$ cat src/design/ppq_pkg.sv
// Package: constants, request/response types and controller encodings for the playback queue.
`timescale 1ns / 1ps
`default_nettype none
package ppq_pkg;

    localparam int PRIORITY_LEVELS = 8;
    localparam int QUEUE_DEPTH     = 16;

    localparam int LVL_W   = (PRIORITY_LEVELS > 1) ? $clog2(PRIORITY_LEVELS) : 1;
    localparam int PTR_W   = (QUEUE_DEPTH > 1) ? $clog2(QUEUE_DEPTH) : 1;
    localparam int CNT_W   = $clog2(QUEUE_DEPTH + 1);
    localparam int STORE_N = PRIORITY_LEVELS * QUEUE_DEPTH;
    localparam int ADDR_W  = $clog2(STORE_N);
    localparam int CLIP_W  = 16;
    localparam int PRIO_W  = 3;

    localparam logic ACT_ENQUEUE = 1'b0;
    localparam logic ACT_FINISH  = 1'b1;

    typedef struct packed {
        logic              action;
        logic [PRIO_W-1:0] priority_req;
        logic [CLIP_W-1:0] clip_id;
    } t_req;

    typedef struct packed {
        logic              play_valid;
        logic [CLIP_W-1:0] play_id;
        logic              stop_current;
        logic              dropped;
    } t_rsp;

    typedef enum logic [2:0] {
        ST_IDLE,
        ST_ENQ,
        ST_FIN_RD,
        ST_FIN_CMP,
        ST_READ,
        ST_OUT
    } t_state;

    // Controller to datapath commands
    typedef struct packed {
        logic capture;   // latch the request, clear per-request flags
        logic enq;       // append to level FIFO or flag a drop
        logic rd_issue;  // pick first non-empty level, read its head
        logic pop_chk;   // pop head if it matches the finished clip
        logic out_load;  // load the result register and strobe
    } t_cmd;

endpackage
`default_nettype wire

$ cat src/design/ppq_ram.sv
// Generic single-write, single-read RAM with registered read data.
`timescale 1ns / 1ps
`default_nettype none
module ppq_ram #(
    parameter int WIDTH = 16,
    parameter int DEPTH = 128
) (
    input  wire logic                     i_clk,
    input  wire logic                     i_we,
    input  wire logic [$clog2(DEPTH)-1:0] i_waddr,
    input  wire logic [WIDTH-1:0]         i_wdata,
    input  wire logic [$clog2(DEPTH)-1:0] i_raddr,
    output logic      [WIDTH-1:0]         o_rdata
);
    logic [WIDTH-1:0] r_mem [DEPTH];

    always_ff @(posedge i_clk) begin
        if (i_we) begin
            r_mem[i_waddr] <= i_wdata;
        end
        o_rdata <= r_mem[i_raddr];
    end
endmodule
`default_nettype wire

$ cat src/design/ppq_ctrl.sv
// Controller state machine that sequences one request through the datapath.
`timescale 1ns / 1ps
`default_nettype none
module ppq_ctrl
    import ppq_pkg::*;
(
    input  wire logic i_clk,
    input  wire logic i_rst_n,
    input  wire logic start,
    input  wire logic i_action,
    output logic      busy,
    output t_cmd      o_cmd
);
    t_state r_state;
    t_state n_state;

    always_ff @(posedge i_clk) begin
        if (!i_rst_n) begin
            r_state <= ST_IDLE;
        end else begin
            r_state <= n_state;
        end
    end

    always_comb begin
        n_state = r_state;
        o_cmd   = '0;
        busy    = 1'b1;
        unique case (r_state)
            ST_IDLE: begin
                busy = 1'b0;
                if (start) begin
                    o_cmd.capture = 1'b1;
                    n_state = (i_action == ACT_FINISH) ? ST_FIN_RD : ST_ENQ;
                end
            end
            ST_ENQ: begin
                o_cmd.enq = 1'b1;
                n_state = ST_READ;
            end
            ST_FIN_RD: begin
                o_cmd.rd_issue = 1'b1;
                n_state = ST_FIN_CMP;
            end
            ST_FIN_CMP: begin
                o_cmd.pop_chk = 1'b1;
                n_state = ST_READ;
            end
            ST_READ: begin
                o_cmd.rd_issue = 1'b1;
                n_state = ST_OUT;
            end
            ST_OUT: begin
                o_cmd.out_load = 1'b1;
                n_state = ST_IDLE;
            end
            default: begin
                n_state = ST_IDLE;
            end
        endcase
    end
endmodule
`default_nettype wire

$ cat src/design/ppq_dp.sv
// Datapath: per-level FIFO pointers and counts, clip store, level select and result register.
`timescale 1ns / 1ps
`default_nettype none
module ppq_dp
    import ppq_pkg::*;
(
    input  wire logic i_clk,
    input  wire logic i_rst_n,
    input  wire t_req i_req,
    input  wire t_cmd i_cmd,
    output t_rsp      o_rsp,
    output logic      o_strobe
);
    t_req              r_req;
    logic [LVL_W-1:0]  r_lvl;
    logic [PTR_W-1:0]  r_head  [PRIORITY_LEVELS];
    logic [PTR_W-1:0]  r_tail  [PRIORITY_LEVELS];
    logic [CNT_W-1:0]  r_count [PRIORITY_LEVELS];
    logic              r_playing;
    logic              r_stop;
    logic              r_drop;
    logic              r_found;
    logic [LVL_W-1:0]  r_first;
    t_rsp              r_rsp;
    logic              r_strobe;

    logic              first_found;
    logic [LVL_W-1:0]  first_lvl;
    logic [LVL_W-1:0]  req_lvl;
    logic              lvl_full;
    logic              ram_we;
    logic [ADDR_W-1:0] ram_waddr;
    logic [ADDR_W-1:0] ram_raddr;
    logic [CLIP_W-1:0] ram_rdata;
    logic              head_match;

    function automatic logic [PTR_W-1:0] next_slot(input logic [PTR_W-1:0] p);
        return (p == PTR_W'(QUEUE_DEPTH - 1)) ? '0 : p + 1'b1;
    endfunction

    // Lowest non-empty level wins
    always_comb begin
        first_found = 1'b0;
        first_lvl   = '0;
        for (int i = PRIORITY_LEVELS - 1; i >= 0; i--) begin
            if (r_count[i] != '0) begin
                first_found = 1'b1;
                first_lvl   = LVL_W'(i);
            end
        end
    end

    // Out-of-range levels saturate to the last one
    assign req_lvl = (int'(i_req.priority_req) >= PRIORITY_LEVELS) ?
                     LVL_W'(PRIORITY_LEVELS - 1) : LVL_W'(i_req.priority_req);

    assign lvl_full   = (r_count[r_lvl] >= CNT_W'(QUEUE_DEPTH));
    assign ram_we     = i_cmd.enq && !lvl_full;
    assign ram_waddr  = ADDR_W'(r_lvl) * ADDR_W'(QUEUE_DEPTH) + ADDR_W'(r_tail[r_lvl]);
    assign ram_raddr  = ADDR_W'(first_lvl) * ADDR_W'(QUEUE_DEPTH)
                      + ADDR_W'(r_head[first_lvl]);
    assign head_match = r_found && (ram_rdata == r_req.clip_id);

    ppq_ram #(
        .WIDTH (CLIP_W),
        .DEPTH (STORE_N)
    ) u_store (
        .i_clk   (i_clk),
        .i_we    (ram_we),
        .i_waddr (ram_waddr),
        .i_wdata (r_req.clip_id),
        .i_raddr (ram_raddr),
        .o_rdata (ram_rdata)
    );

    // Request, level select and result payload
    always_ff @(posedge i_clk) begin
        if (i_cmd.capture) begin
            r_req <= i_req;
            r_lvl <= req_lvl;
        end
        if (i_cmd.rd_issue) begin
            r_found <= first_found;
            r_first <= first_lvl;
        end
        if (i_cmd.out_load) begin
            r_rsp.play_valid   <= r_found;
            r_rsp.play_id      <= r_found ? ram_rdata : '0;
            r_rsp.stop_current <= r_stop;
            r_rsp.dropped      <= r_drop;
        end
    end

    // FIFO bookkeeping and control flags
    always_ff @(posedge i_clk) begin
        if (!i_rst_n) begin
            for (int i = 0; i < PRIORITY_LEVELS; i++) begin
                r_head[i]  <= '0;
                r_tail[i]  <= '0;
                r_count[i] <= '0;
            end
            r_playing <= 1'b0;
            r_stop    <= 1'b0;
            r_drop    <= 1'b0;
            r_strobe  <= 1'b0;
        end else begin
            r_strobe <= i_cmd.out_load;
            if (i_cmd.capture) begin
                r_stop <= 1'b0;
                r_drop <= 1'b0;
            end
            if (i_cmd.enq) begin
                r_stop <= r_playing;
                if (lvl_full) begin
                    r_drop <= 1'b1;
                end else begin
                    r_tail[r_lvl]  <= next_slot(r_tail[r_lvl]);
                    r_count[r_lvl] <= r_count[r_lvl] + 1'b1;
                end
            end
            if (i_cmd.pop_chk && head_match) begin
                r_head[r_first]  <= next_slot(r_head[r_first]);
                r_count[r_first] <= r_count[r_first] - 1'b1;
            end
            if (i_cmd.out_load) begin
                r_playing <= r_found;
            end
        end
    end

    assign o_rsp    = r_rsp;
    assign o_strobe = r_strobe;
endmodule
`default_nettype wire

$ cat src/design/priority_playback_queue.sv
// Top level of the strict-priority playback queue: controller plus datapath.
`timescale 1ns / 1ps
`default_nettype none
// Strict-priority playback scheduler. A request is taken when start is high
// and busy is low; each request yields exactly one result, shown on o_rsp for
// a single cycle with o_strobe high. The receiver cannot stall, so it must
// take the result in that cycle. An enqueue passes through the ENQ, READ and OUT
// states after the accept cycle, and a finish through FIN_RD, FIN_CMP, READ and
// OUT; the result strobes in the first cycle with busy low, and a new request may
// be taken in that same cycle. The sequence is set by the clip store's registered
// read: each head lookup's data is usable only once the read is registered, and a
// finish needs two lookups (match check, then the new head). Full levels drop the
// clip and set dropped; the preempt and restart still happen.
module priority_playback_queue
    import ppq_pkg::*;
(
    input  wire logic i_clk,
    input  wire logic i_rst_n,
    input  wire logic start,
    output logic      busy,
    input  wire t_req i_req,
    output t_rsp      o_rsp,
    output logic      o_strobe
);
    t_cmd cmd;

    // sequencing: one request at a time
    ppq_ctrl u_ctrl (
        .i_clk    (i_clk),
        .i_rst_n  (i_rst_n),
        .start    (start),
        .i_action (i_req.action),
        .busy     (busy),
        .o_cmd    (cmd)
    );

    // level FIFOs, clip store and result register
    ppq_dp u_dp (
        .i_clk    (i_clk),
        .i_rst_n  (i_rst_n),
        .i_req    (i_req),
        .i_cmd    (cmd),
        .o_rsp    (o_rsp),
        .o_strobe (o_strobe)
    );
endmodule
`default_nettype wire

$ cat config.mk
export PLATFORM = sky130hd
export DESIGN_NAME = priority_playback_queue
export DESIGN_NICKNAME = d
export VERILOG_FILES = /design/src/design/ppq_pkg.sv /design/src/design/ppq_ram.sv /design/src/design/ppq_ctrl.sv /design/src/design/ppq_dp.sv /design/src/design/priority_playback_queue.sv
export SDC_FILE = /design/constraint.sdc
export NUM_CORES = 2
export LEC_CHECK = 0
export BUFFER_PORTS_ARGS = -buffer_cell sky130_fd_sc_hd__buf_2
export CORE_MARGIN = 2
export CORE_UTILIZATION = 40
export DETAILED_ROUTE_END_ITERATION = 16
export PLACE_DENSITY = 0.61
export SETUP_SLACK_MARGIN = 0.05
export SYNTH_ARGS = -nofsm -noshare
export SYNTH_HDL_FRONTEND = slang
export SYNTH_SLANG_ARGS = --single-unit
export TNS_END_PERCENT = 50
$ cat constraint.sdc
create_clock -name i_clk -period 4.2 [get_ports i_clk]
set_input_delay 0.21 -clock i_clk [delete_from_list [all_inputs] [get_ports i_clk]]
set_output_delay 0.21 -clock i_clk [all_outputs]
set_load 0.01 [all_outputs]
# After elaboration in Yosys (flattened, before gate mapping)
# Memory sizes are Yosys's and may differ from the RTL's. A register that Yosys moved wholly into a read port is not among the register bits.
# Cells that the tools add are included.
[word_totals] ram_bits=2152 n_memories=4 ff_bits=49 output_inout_bits=21 word_cells=106 input_bits=23
[memory_table] memory="u_dp.u_store.r_mem" words=128 width=16 read_ports=1 rd_ports_with_merged_regs=1 write_ports=1 line="ppq_ram.sv:15" text="logic [WIDTH-1:0] r_mem [DEPTH];"
[memory_table] memory="u_dp.r_count" words=8 width=5 read_ports=10 rd_ports_with_merged_regs=2 write_ports=8 line="ppq_dp.sv:18" text="logic [CNT_W-1:0] r_count [PRIORITY_LEVELS];"
[memory_table] memory="u_dp.r_head" words=8 width=4 read_ports=2 rd_ports_with_merged_regs=1 write_ports=8 line="ppq_dp.sv:16" text="logic [PTR_W-1:0] r_head [PRIORITY_LEVELS];"
[memory_table] memory="u_dp.r_tail" words=8 width=4 read_ports=1 rd_ports_with_merged_regs=1 write_ports=8 line="ppq_dp.sv:17" text="logic [PTR_W-1:0] r_tail [PRIORITY_LEVELS];"
[classes] magnitude_cmp=1 n_eq_ne=9 reduce_logical=21 add_sub_neg=6 mux=52
[op_table] operator="3-bit 2-to-1 mux" count=17
[op_table] operator="5-bit nonzero test" count=8
[op_table] operator="1-bit 2-to-1 mux" count=27
[op_table] operator="16-bit equality test" count=1
[op_table] operator="4-bit 2-to-1 mux" count=4
[op_table] operator="7-bit by 4-bit adder with 7-bit output" count=2
[op_table] operator="3-bit case mux with 4 select lines" count=1
[op_table] operator="5-bit 2-to-1 mux" count=2
[op_table] operator="5-bit OR reduction" count=2
[op_table] operator="4-bit by 1-bit adder with 4-bit output, second input constant" count=2
[op_table] operator="4-bit equality test, second input constant" count=2
[op_table] operator="4-bit OR reduction" count=2
[op_table] operator="7-bit OR reduction" count=1
[op_table] operator="3-bit by 2-bit equality test with 1-bit output, second input constant" count=2
[op_table] operator="3-bit equality test, second input constant" count=2
[op_table] operator="5-bit by 1-bit adder with 5-bit output, second input constant" count=1
[op_table] operator="5-bit >= comparator, second input constant" count=1
[op_table] operator="5-bit by 1-bit subtractor with 5-bit output, second input constant" count=1
[op_table] operator="2-bit OR reduction" count=2
[op_table] operator="3-bit by 1-bit equality test with 1-bit output, second input constant" count=1
[op_table] operator="1-bit logical AND" count=3
[op_table] operator="3-bit zero test" count=1
[op_table] operator="2-bit 2-to-1 mux" count=1
[op_table] operator="2-bit inequality test, second input constant" count=1
[op_table] operator="2 further kinds" count=2

# Depth between registers and ports, before layout
# An unclocked memory read counts as a cell.
[logic_depth] word_depth=12 ltp_mapped=19 mapped_depth_nobuf=13

# Cells and area by module
# From an unflattened synthesis, not the netlist that was laid out.
[unflattened] hier_cells=3705 hier_area_um2=86638.1
[by_module_without_submodules] mod="ppq_ram" n_inst=1 area_each_um2=78522.8 cells_per_inst=3086 seq_area_each_um2=61819.3
[by_module_without_submodules] mod="ppq_dp" n_inst=1 area_each_um2=7945.1 cells_per_inst=598 seq_area_each_um2=4584.4
[by_module_without_submodules] mod="ppq_ctrl" n_inst=1 area_each_um2=170.2 cells_per_inst=21 seq_area_each_um2=60.1

# Least setup slack after synthesis
# No wires, ideal clock.
[synth_path] path_type="flip-flop to flip-flop" start="memory u_dp.r_count[0][0] (netlist name)" end="register u_dp.u_store.o_rdata[15] (read register of u_dp.u_store.r_mem)" t_required_ns=4.079 synth_period_minus_slack_ns=3.875 setup_time_ns=0.121 path_buffers=3 slack_ns=0.325 stages_incl_launch_ff=16 arrival_time_ns=3.754 cell_sequence="edfxtp_1 -> or4_4 -> or4_1 -> buf_4 -> a211oi_4 -> mux2i_1 -> mux2i_1 -> a21o_4 -> nor2_2 -> buf_2 -> clkbuf_1 -> nand3_1 -> a31oi_1 -> a21oi_1 -> a31oi_1 -> nor3_2"
[synth_lines] element="start: declaration" line="ppq_dp.sv:18"
[synth_lines] element="end: declaration" line="ppq_ram.sv:13" text="output logic [WIDTH-1:0] o_rdata"

==> metrics.md <==
| Metric | Value |
|---|---|
| Hold Crit Class | `input pin to flip-flop` |
| CTS Sinks | `between 2000 and 2500` |
| Unique cell type count in the Yosys netlist | `67` |
| Die X | `472 um` |
| Pre-Repair DR Iteration Count | `8` |
| Status | `finished, violations left` |
| Final Critical Period | `between 4 and 5 ns` |
| Fill count | `17948` |
| Synth Flop Type | `edfxtp_1` |
| CP Max Fanout | `13` |
| Avg Cell Area, Syn | `around 15 um2` |
| Initial Util | `0.403` |
| Ys async rst share | `0` |
| IO buf count | `43` |
| Initial antenna violation count | `7` |
| Final RePlAce weighted congestion | `between 0.8 and 0.9` |
| CP endpoint kind | `flip-flop` |
| Post-Syn Instances | `just under 6000` |
| Max cap viols | `0` |
| H-tree levels | `4` |
| Synth Register Bits | `2223` |
| Pre-CTS WS | `-1.20 ns` |
| CTS tree | `done` |
| Max-slew violation count | `0` |
| Crit path kind | `flip-flop to flip-flop` |
| First-pass GRT wire length | `379 mm` |
| I/O Pins | `44` |
| Post-synth EDFFs | `approximately 2200` |
| Hold_ws | `0.0762 ns` |
| Register area | `roughly 66000 um2` |
| Register area share after synthesis | `0.760` |
| F_max | `216 MHz` |
| Fin crit share | `1.10` |
| Num CTS Buffers | `between 200 and 250` |
| CTS clk-pin slew, worst paths | `around 0.060 ns` |
| Root buffer cell | `clkbuf_16` |
| Area Overhead vs Synth | `22.4%` |
| VDD IR-drop max | `0.000385 V` |
| Share of cells above drive strength 1 | `0.229` |
| Routed via count | `55239` |
| # nets final | `about 6600` |
| Starting DRT DRC Count | `approximately 7700` |
| CP Data Arrival Time | `5.44 ns` |
| DRC viols | `0` |
| PnR worst setup slack | `-0.440 ns` |
| Synthesized area | `between 80000 and 90000 um2` |
| Static leakage | `about 36 nW` |
| Die area | `between 200000 and 250000 um2` |
| Slew HR | `0.220` |
| Syn nets | `roughly 5900` |
| Post-Route WL | `around 270 mm` |
| Avg WL per Cell | `27.6 um` |
| Hpwl dp | `approximately 160 mm` |
| Clock tree buffer depth | `3` |
| Post-route antenna net violation count | `0` |
| Vias per inst | `5.73` |
| Vias in the first global route | `between 50000 and 60000` |
| Setup violators final | `16` |
| Worst-Margin Slew | `roughly 1.2 ns` |
| Setup slack, reg-to-reg | `-0.44 ns` |
| Utilization after layout | `0.493` |
| Clock latency on the worst-skew pair | `between 0.8 and 0.9 ns` |
| Power Dens Cells | `between 400 and 500 nW/um2` |
| GRT Total Usage | `0.233` |
| Row count | `about 170` |
| Grt ovf | `0` |
| Die height | `between 400 and 500 um` |
| Largest net degree at the start of global routing | `129` |
| Failing checks | `setup timing` |
| YS warnings | `0` |
| RSZ-0062 raised after global routing | `yes` |
| Multi-input logic area | `roughly 21000 um2` |
| Layout Skew | `0.0398 ns` |
| Fin. Hold Viols | `0` |
| Core region area | `217000 um2` |
| Critical Path RT | `5.00 ns` |
| Crit start category | `flip-flop` |
==> final cells by class <==
type | instances | area share
inverter | 15 | 0.000549
tap | 2854 | 0.0334
clock buffer | 252 | 0.0536
antenna | 3 | 0.0000701
timing repair buffer | 886 | 0.0801
sequential | 2223 | 0.621
clock inverter | 160 | 0.0149
multi-input combinational | 3251 | 0.196
==> registers in the layout (all words and copies together), names as in the netlist, named ones only <==
| signal | count |
|---|---|
| u_ctrl.r_state | 3 |
| u_dp.o_rsp | 19 |
| u_dp.o_strobe | 1 |
| u_dp.r_count | 40 |
| u_dp.r_drop | 1 |
| u_dp.r_first | 3 |
| u_dp.r_found | 1 |
| u_dp.r_head | 32 |
| u_dp.r_lvl | 3 |
| u_dp.r_playing | 1 |
| u_dp.r_req | 16 |
| u_dp.r_stop | 1 |
| u_dp.r_tail | 32 |
| u_dp.u_store.o_rdata | 16 |
| u_dp.u_store.r_mem | 2048 |
==> stage by stage <==
stage	cell area (um2)	TNS (ns)	total power, mW	cells
after CTS	106000	-5.88	49.6	9603
after floorplan	87400	0	27.4	5848
after global placement	96100	-13.46	29.4	9116
final	107000	-5.86	49.6	9644
after global routing	107000	-7.69	50.8	9641
after detailed placement	96100	-14.61	29.5	9116
==> Yosys cell counts (9+ instances only) <==
| library cell | number | area [um2] |
|---|---|---|
| o2111ai_1 | 17 | 149 |
| nand2b_1 | 53 | 332 |
| edfxtp_1 | 2194 | 65900 |
| mux4_2 | 95 | 2140 |
| a211oi_1 | 35 | 263 |
| nand3_1 | 371 | 1860 |
| a2bb2oi_1 | 17 | 149 |
| xnor2_1 | 18 | 158 |
| nor3_1 | 9 | 45.0 |
| buf_6 | 10 | 113 |
| mux2_2 | 14 | 158 |
| mux2i_1 | 155 | 1550 |
| o22a_1 | 129 | 1130 |
| a32oi_1 | 113 | 990 |
| buf_2 | 127 | 636 |
| and2_1 | 23 | 144 |
| o21ai_0 | 112 | 561 |
| o211ai_1 | 65 | 488 |
| clkbuf_1 | 172 | 646 |
| inv_1 | 13 | 48.8 |
| a31oi_1 | 261 | 1630 |
| dfxtp_1 | 29 | 581 |
| nor3_2 | 11 | 110 |
| buf_4 | 33 | 248 |
| buf_1 | 12 | 45.0 |
| nor4_1 | 35 | 219 |
| o22ai_1 | 18 | 113 |
| a21oi_1 | 34 | 170 |
| nor2_1 | 427 | 1600 |
| nand2_1 | 1122 | 4210 |
| and3_1 | 36 | 225 |
==> final timing paths <==
| check | endpoint | cells past startpoint | from |
|---|---|---|---|
| worst max-delay path | u_dp.u_store.o_rdata[13] | 18 | u_dp.r_count[6][0] |
| worst min-delay path | u_dp.r_lvl[0] | 2 | i_req[16] |
| worst max register to register | u_dp.u_store.o_rdata[13] | 18 | u_dp.r_count[6][0] |
| worst min register to register | u_dp.o_rsp[1] | 0 | u_dp.r_stop |
==> cell usage in the layout (no fill, tap or decap), types with 14 or more instances in the layout <==
cell type / n
and3_1: 35
and2_1: 22
xnor2_1: 18
nor2_1: 409
nand3_1: 367
buf_6: 43
o211ai_1: 65
nand2b_1: 52
clkbuf_1: 24
a21oi_2: 14
mux4_2: 95
buf_4: 633
clkinv_2: 47
a32oi_2: 25
a31oi_1: 198
o22a_1: 129
dfxtp_1: 29
nor4_4: 15
o21ai_2: 24
edfxtp_1: 2194
clkbuf_16: 233
bufinv_16: 26
clkinvlp_4: 15
a211oi_1: 34
buf_2: 43
dlygate4sd3_1: 38
nand2_1: 1119
a32oi_1: 77
a21oi_1: 20
mux2i_1: 152
a2bb2oi_1: 15
o21ai_1: 36
a31oi_2: 33
o21ai_0: 55
a31oi_4: 30
buf_12: 88
clkinv_1: 52
==> what timing repair did <==
item | CTS | global route
gates resized for setup | 273 | 154
setup buffers | 30 | 33
pin swaps | 65 | 67
hold buffers | 38 | 0
setup endpoints to repair | 16 | 16
endpoints found under the hold margin | 34 | 0
cloned | 10 | 10
==> where the power goes <==
part / internal [mW] / leakage [nW] / total, mW / switching, mW
logic: 1.58 / 12.3 / 4.52 / 2.95
registers: 24.8 / 20.1 / 25.0 / 0.242
clock network: 11.4 / 3.57 / 20.1 / 8.64
total: 37.8 / 35.9 / 49.6 / 11.8
==> worst max-delay path, cell delays in order (launching register included) <==
cell       delay (ns)
edfxtp_1         0.38
or4_4            0.59
buf_6            0.14
or4_4            0.58
nand3_4          0.12
a211oi_2         0.05
buf_4            0.15
a2111oi_4        0.41
buf_12           0.20
buf_12           0.12
clkbuf_16        0.18
nand2_1          0.08
a32oi_2          0.27
a31oi_1          0.14
buf_4            0.18
nor4_4           0.43
buf_4            0.22
o22ai_1          0.10
nor3_2           0.19
==> cell families after synthesis <==
family,count (synthesis),share of synthesized area
adder cells (fa/ha/maj),4,0.000572
multiplexers,264,0.0440
AND/OR/NAND/NOR,2132,0.104
buffers and inverters,374,0.0211
AO/OA/AOI/OAI,826,0.0674
XOR/XNOR,25,0.00250
flip-flops,2223,0.760
==> routing by layer <==
metal / vias to the layer above / global-route usage / routed length, um
met4: 2 / 0.102 / 12500
met1: 28090 / 0.311 / 104000
met5: - / 0 / 12
met3: 502 / 0.0435 / 24100
met2: 2757 / 0.372 / 125000
li1: 23888 / - / -
(Power assumes the default switching activity.)
